### src/rtl/core/hndm_pkg.sv
// Shared types, constants and the popcount helper for the Hamming descriptor matcher.
`default_nettype none

package hndm_pkg;

	// Field widths fixed by the item formats.
	localparam int OPCODE_W  = 2;
	localparam int QIDX_W    = 12;
	localparam int WORD_W    = 64;
	localparam int DESC_W    = 256;
	localparam int REF_W     = 11;
	localparam int DIST_W    = 9;
	localparam int THR_W     = 9;
	localparam int CHUNK_W   = 32;
	localparam int CHUNKS    = DESC_W / CHUNK_W;
	localparam int CHUNK_CNT_W = 6;

	// Configuration port.
	localparam int APB_ADDR_W = 3;
	localparam int APB_DATA_W = 32;
	localparam logic REG_THRESHOLD = 1'b0;
	localparam logic [THR_W-1:0] THRESHOLD_RESET = 9'd50;

	// Input opcodes.
	localparam logic [OPCODE_W-1:0] OP_CLEAR  = 2'd0;
	localparam logic [OPCODE_W-1:0] OP_APPEND = 2'd1;
	localparam logic [OPCODE_W-1:0] OP_QUERY  = 2'd2;

	// Queue between front and back.
	localparam int QUEUE_DEPTH  = 2;
	localparam int QUEUE_PTR_W  = $clog2(QUEUE_DEPTH);
	localparam int QUEUE_FILL_W = $clog2(QUEUE_DEPTH + 1);

	typedef enum logic [1:0] {
		KIND_CLEAR  = 2'd0,
		KIND_APPEND = 2'd1,
		KIND_QUERY  = 2'd2
	} kind_t;

	// One classified command as it travels from front to back.
	typedef struct packed {
		kind_t              kind;
		logic               corner;
		logic [QIDX_W-1:0]  qidx;
		logic [DESC_W-1:0]  desc;
	} cmd_t;

	// Set-bit count of a 32-bit word by the usual mask-and-add reduction.
	function automatic logic [CHUNK_CNT_W-1:0] popcount32(input logic [CHUNK_W-1:0] v);
		logic [CHUNK_W-1:0] a;
		logic [CHUNK_W-1:0] b;
		logic [CHUNK_W-1:0] c;
		logic [CHUNK_CNT_W-1:0] s;
		a = v - ((v >> 1) & 32'h5555_5555);
		b = (a & 32'h3333_3333) + ((a >> 2) & 32'h3333_3333);
		c = (b + (b >> 4)) & 32'h0F0F_0F0F;
		s = CHUNK_CNT_W'(c[7:0]) + CHUNK_CNT_W'(c[15:8])
			+ CHUNK_CNT_W'(c[23:16]) + CHUNK_CNT_W'(c[31:24]);
		return s;
	endfunction

endpackage

`default_nettype wire

### src/rtl/core/hndm_front.sv
// Front end: accepts input beats, drops those without effect, and queues the rest.
`default_nettype none

module hndm_front (
	input  wire logic                              clk,
	input  wire logic                              arst_n,
	input  wire logic                              in_valid,
	output logic                                   in_stall,
	input  wire logic [hndm_pkg::OPCODE_W-1:0]     opcode,
	input  wire logic                              is_corner,
	input  wire logic [hndm_pkg::QIDX_W-1:0]       query_index,
	input  wire logic [hndm_pkg::WORD_W-1:0]       desc_word0,
	input  wire logic [hndm_pkg::WORD_W-1:0]       desc_word1,
	input  wire logic [hndm_pkg::WORD_W-1:0]       desc_word2,
	input  wire logic [hndm_pkg::WORD_W-1:0]       desc_word3,
	output hndm_pkg::cmd_t                         cmd,
	output logic                                   cmd_valid,
	input  wire logic                              cmd_pop
);

	hndm_pkg::cmd_t                         entry_q [hndm_pkg::QUEUE_DEPTH];
	logic [hndm_pkg::QUEUE_PTR_W-1:0]       wr_ptr_q;
	logic [hndm_pkg::QUEUE_PTR_W-1:0]       rd_ptr_q;
	logic [hndm_pkg::QUEUE_FILL_W-1:0]      fill_q;
	hndm_pkg::cmd_t                         new_cmd;
	logic                                   keep;
	logic                                   push;
	logic                                   pop;

	// Classify the beat; unused opcodes and non-corner queries leave no trace.
	always_comb begin
		new_cmd.corner = is_corner;
		new_cmd.qidx   = query_index;
		new_cmd.desc   = {desc_word3, desc_word2, desc_word1, desc_word0};
		new_cmd.kind   = hndm_pkg::KIND_CLEAR;
		keep           = 1'b0;
		unique case (opcode)
			hndm_pkg::OP_CLEAR: begin
				new_cmd.kind = hndm_pkg::KIND_CLEAR;
				keep         = 1'b1;
			end
			hndm_pkg::OP_APPEND: begin
				new_cmd.kind = hndm_pkg::KIND_APPEND;
				keep         = 1'b1;
			end
			hndm_pkg::OP_QUERY: begin
				new_cmd.kind = hndm_pkg::KIND_QUERY;
				keep         = is_corner;
			end
			default: begin
				keep = 1'b0;
			end
		endcase
	end

	assign in_stall  = (fill_q == hndm_pkg::QUEUE_FILL_W'(hndm_pkg::QUEUE_DEPTH));
	assign push      = in_valid && !in_stall && keep;
	assign cmd_valid = (fill_q != '0);
	assign pop       = cmd_pop && cmd_valid;
	assign cmd       = entry_q[rd_ptr_q];

	always_ff @(posedge clk) begin
		if (push) begin
			entry_q[wr_ptr_q] <= new_cmd;
		end
	end

	always_ff @(posedge clk or negedge arst_n) begin
		if (!arst_n) begin
			wr_ptr_q <= '0;
			rd_ptr_q <= '0;
			fill_q   <= '0;
		end else begin
			if (push) begin
				wr_ptr_q <= wr_ptr_q + 1'b1;
			end
			if (pop) begin
				rd_ptr_q <= rd_ptr_q + 1'b1;
			end
			if (push && !pop) begin
				fill_q <= fill_q + 1'b1;
			end else if (pop && !push) begin
				fill_q <= fill_q - 1'b1;
			end
		end
	end

endmodule

`default_nettype wire

### config.mk
export PLATFORM = sky130hd
export DESIGN_NAME = hndm_front
export DESIGN_NICKNAME = d
export VERILOG_FILES = /design/src/rtl/core/hndm_pkg.sv /design/src/rtl/core/hndm_front.sv
export SDC_FILE = /design/constraint.sdc
export NUM_CORES = 1
export LEC_CHECK = 0
export BUFFER_PORTS_ARGS = -buffer_cell sky130_fd_sc_hd__buf_4
export CORE_MARGIN = 2
export CORE_UTILIZATION = 40
export CTS_CLUSTER_SIZE = 10
export DETAILED_ROUTE_END_ITERATION = 7
export GPL_TIMING_DRIVEN = 0
export MAX_ROUTING_LAYER = met4
export REMOVE_ABC_BUFFERS = 1
export SLEW_MARGIN = 10
export SYNTH_ARGS = -nofsm -noshare
export SYNTH_HDL_FRONTEND = slang
export SYNTH_SLANG_ARGS = --single-unit
### constraint.sdc
create_clock -name clk -period 28.1 [get_ports clk]
set_clock_uncertainty 0.05 [all_clocks]
set_input_delay 4.215 -clock clk [delete_from_list [all_inputs] [get_ports clk]]
set_output_delay 4.215 -clock clk [all_outputs]
set_load 0.005 [all_outputs]
# Word-level counts from Yosys, hierarchy flattened

Memories as Yosys holds them, arrays and structs flattened.
Cells that the tools add are included.

Output and inout port bits: 273
Memory bits (writable): 542
Memories: 1
Bits in registers: 4

Reductions and logical operators: 12
Equality and inequality tests: 3
Muxes and demuxes: 6
$add $sub $neg: 4

Memory list:

| memory  | words | width | rd ports | clocked after memory_dff | wr ports | RTL line         | source |
|---|---|---|---|---|---|---|---|
| entry_q | 2     | 271   | 1        | 0                        | 1        | hndm_front.sv:21 | `hndm_pkg::cmd_t entry_q [hndm_pkg::QUEUE_DEPTH];` |

Operator list:

| cell                                                                   | number |
|---|---|
| 1-bit logical AND                                                      | 5 |
| 2-bit equality test (second input constant)                            | 2 |
| 2-bit 2-to-1 mux                                                       | 2 |
| 2-bit one-hot mux with 2 select lines                                  | 1 |
| 2-bit nonzero test                                                     | 2 |
| 1-bit zero test                                                        | 3 |
| 1-bit adder (second input constant)                                    | 2 |
| 2-bit by 1-bit adder with 2-bit output (second input constant)         | 1 |
| 2-bit by 1-bit equality test with 1-bit output (second input constant) | 1 |
| 2-bit zero test                                                        | 1 |
| 1-bit 2-to-1 mux                                                       | 2 |
| 1-bit one-hot mux with 2 select lines                                  | 1 |
| 2-bit OR reduction                                                     | 1 |
| 2-bit by 1-bit subtractor with 2-bit output (second input constant)    | 1 |

# Logic depth before layout (Yosys ltp)

Word-level depth: 8
Mapped depth: 6
Depth with buffers taken out: 6

# Worst setup path after synthesis

No wires, ideal clock.

Path kind: input port to flip-flop
From: input port opcode[0] in the netlist's numbering
To: memory entry_q[0][0] in the netlist's numbering, enable pin
Stages on the path: 3
Setup time: 0.941 ns
Data arrival time: 16.568 ns
Required time: 27.109 ns
Path slack: 10.542 ns
Buffers on the path: 0
Cells stage by stage: nand2b_1 > a211oi_4 > nor2b_1

Longest elaborated chain between the ends: 6
Elaborated cells on any way between the ends: 8
Those cells by class: eq/ne: 2; mux: 3; reduce/logical: 3

Ends and longest elaborated chain:

| element                                                                                  | RTL line         | source |
|---|---|---|
| start, declared                                                                          | hndm_front.sv:9  | `input wire logic [hndm_pkg::OPCODE_W-1:0] opcode,` |
| 2-bit by 1-bit equality test with 1-bit output / 2-bit zero test (equally long branches) | hndm_front.sv:37 | `unique case (opcode)` |
| 2-bit OR reduction (no source line)                                                      | n/a              |  |
| 1-bit one-hot mux with 2 select lines (*)                                                | hndm_front.sv:37 |  |
| 1-bit logical AND (*)                                                                    | hndm_front.sv:57 | `assign push = in_valid && !in_stall && keep;` |
| net push                                                                                 | hndm_front.sv:27 | `logic push;` |
| 1-bit 2-to-1 mux (*)                                                                     | hndm_front.sv:63 | `if (push) begin` |
| 1-bit 2-to-1 mux (implied by the code) (*)                                               | hndm_front.sv:64 | `entry_q[wr_ptr_q] <= new_cmd;` |
| end, declared                                                                            | hndm_front.sv:21 |  |

Mark *: on every way through the listed nets, which the timed path passes. The rest lies on a longest branch.

==> results.py <==
metrics = {
    "die": {
        "dieHeight_um": 228,
        "die-area_um2": 52000,
        "coreArea_um2": 49900,
        "pin_count": 548,
        "initial_core_util": 0.403,
        "num_rows": 82,
        "fp.dieW_um": 228,
    },
    "global_route": {
        "antenna_found_initial": 6,
        "grtUsageMet1": 0.196,
        "grt_max_degree": 54,
        "grt.total_usage": 0.180,
        "grt_pass1_wl_um": 67800,
        "top_usage_layer": "met2",
        "use_met2": 0.295,
        "grt_pass1_vias": 11100,
        "met3_usage": 0.0686,
        "grt_overflow": 0,
    },
    "clocking": {
        "cts_setup_buffers": 0,
        "cts.sinks": 546,
        "cts_resized": 0,
        "cts_buffers": 66,
        "holdBufCountCts": 0,
        "cts_max_level": 3,
        "cts.clk_slew.worst_paths_ns": 0.06,
        "worst_skew_pair.late_latency_ns": 0.59,
        "cts_tree": "yes",
        "clockRootBuffer": "clkbuf_16",
        "ctsLongestPathBuffers": 3,
    },
    "synthesis": {
        "synth_adder_area_share": 0.000623,
        "syn-instance-count": 864,
        "synthMuxAreaShare": 0.167,
        "synth_top_family_by_area": "multiplexers",
        "synth_xor_area_frac": 0.00218,
        "ys_seq_area_frac": 0.815,
        "synth.distinct_cells": 18,
        "ys_seq_elements": 546,
        "avgSynthCellArea_um2": 23.3,
        "synth_compound_area_frac": 0.000996,
        "synth_area_um2": 20100,
        "synth.yosys.warnings": 0,
        "synthSimpleGateAreaFrac": 0.00255,
    },
    "sta": {
        "fin_crit_sh": 0.254,
        "setup_violations": 0,
        "tns_ns": 0,
        "hold_viol_final": 0,
        "min_period_ns": 7.12,
        "max_freq_mhz": 140,
        "relSlewSlack": 0.664,
        "finalWorstSetupSlack_ns": 20.98,
        "slew_viol_final": 0,
        "rsz0062_at_grt": "no",
        "worst_pin_slew_ns": 0.503,
    },
    "detailed_routing": {
        "dr.pass1.iters": 4,
        "drc": 0,
        "ant_nets": 0,
        "drt-wirelength-per-cell_um": 21.1,
        "wl_um": 45800,
        "avgViaCountPerCell": 4.71,
        "vias": 10200,
        "drtIter0Drc": 536,
    },
    "power": {
        "total_power_mw": 2.62,
        "leakagePower_nw": 10.3,
        "peakVddDrop_v": 0.0000757,
        "pwr_density_cell_nw_per_um2": 95.7,
    },
    "final_layout": {
        "nets": 1750,
        "final_area_um2": 27300,
        "fin_cells": 2170,
        "layout-drive-gt1-share": 0.619,
        "syn_to_final_growth_pct": 36.0,
    },
    "setup_path": {
        "crit_path_frequent_cell": "buf_16",
        "crit_path_start": "rd_ptr_q",
        "worstPathCellList": "buf_16 -> buf_16 -> buf_16 -> mux2_2 -> buf_4",
        "cp_top_family": "buffers and inverters",
        "critPathMaxFanout": 52,
        "rr_endpoint": "entry_q[0][118]",
        "crit_buf_inv": 4,
        "startpoint_type": "register",
        "rr_startpoint": "fill_q[1]",
        "worst-path-stages": 5,
        "reg2reg_depth": 8,
        "slowest_delay_ns": 0.74,
        "crit_path_end_kind": "output port",
        "critical_path_class": "register to output port",
        "cp.required_ns": 23.84,
        "crit_path_end": "cmd[121]",
        "cp.arrival_ns": 2.86,
        "reg2reg_slack_ns": 25.25,
        "cp_slowest_cell": "dfrtp_4",
    },
    "placed_design": {
        "place_worst_setup_slack_ns": 21.26,
        "dpl_cell_area_um2": 25400,
        "portBuffers": 547,
        "gp_congestion": 0.803,
        "dp_hpwl_um": 32300,
        "placedCellCount": 2078,
    },
    "hold_path": {
        "worstHoldPathType": "register to register",
    },
    "run": {
        "max_cap_viol_count": 0,
    },
    "outcome": {
        "status": "finished clean",
    },
}
where the power goes:
group	internal, mW	switching [mW]	total [mW]	leakage [nW]
sequential	1.04	0.0345	1.07	5.02
combinational	0.448	0.337	0.785	4.36
clock	0.458	0.300	0.757	0.914
total	1.94	0.671	2.62	10.3
Yosys cell counts:
cell      count  area [um2]
a211oi_4      1        20.0
and2_1        1        6.26
buf_2        10        50.1
buf_4        11        82.6
buf_6         9         101
dfrtp_1       4         100
edfxtp_1    542       16300
ha_1          1        12.5
inv_1         1        3.75
mux2_2      191        2150
mux2_4       80        1200
nand2_1       1        3.75
nand2b_1      1        6.26
nor2_1        1        3.75
nor2b_1       4        25.0
or2_2         1        6.26
xnor2_1       2        17.5
xor2_1        3        26.3
worst min-delay path by stage:
stage	from	endpoint	slack, ns	depth (start not counted)
finish	fill_q[1]	fill_q[1]	0.43	1
global placement	wr_ptr_q	wr_ptr_q	0.42	1
CTS	fill_q[1]	fill_q[1]	0.43	1
detailed placement	fill_q[1]	fill_q[1]	0.42	1
floorplan	fill_q[1]	fill_q[1]	0.40	1
global route	fill_q[1]	fill_q[1]	0.46	1
per-stage QoR:
stage	hold WS (ns)	utilization
after floorplan	0.397	-
after global placement	0.420	0.497
after detailed placement	0.421	0.510
after CTS	0.433	0.548
after global routing	0.457	0.548
final	0.432	0.548
registers in the layout, summed over array words and instances (netlist names):
| register | cells |
|---|---|
| entry_q | 542 |
| fill_q | 2 |
| rd_ptr_q | 1 |
| wr_ptr_q | 1 |
placed cells by master, fill, tap and decap left out, types with 2 or more instances in the layout:
| cell type | n |
|---|---|
| mux2_2 | 191 |
| inv_6 | 2 |
| buf_16 | 16 |
| clkbuf_1 | 10 |
| nor2b_1 | 3 |
| buf_4 | 547 |
| buf_12 | 9 |
| xnor2_1 | 2 |
| dfrtp_1 | 3 |
| diode_2 | 6 |
| xor2_1 | 3 |
| mux2_4 | 80 |
| clkbuf_16 | 71 |
| edfxtp_1 | 542 |
cells by family (layout without fill, tap and decap cells):
| logic type | Yosys count | after routing |
|---|---|---|
| xor+xnor | 5 | 5 |
| buf+inv | 31 | 659 |
| compound gates | 1 | 1 |
| other cells | 0 | 6 |
| mux | 271 | 271 |
| fa+ha+maj | 1 | 1 |
| simple gates | 9 | 9 |
| flops | 546 | 546 |
final cells by class:
class	count	area, um2
clock buffers	81	1810
fillers	3997	22500
multi-input cells	287	3490
diodes	6	15.0
repair buffers	572	4730
well taps	672	841
flip-flops and latches	546	16400
clock inverters	5	60.1
inverters	1	3.75
layer usage:
metal / wire (um) / up-vias
li1: - / 4676
met1: 17300 / 5096
met2: 23200 / 365
met3: 3980 / 78
met4: 1290 / 0
met5: 0 / -
Note: power is estimated with default switching activity, not from simulation.
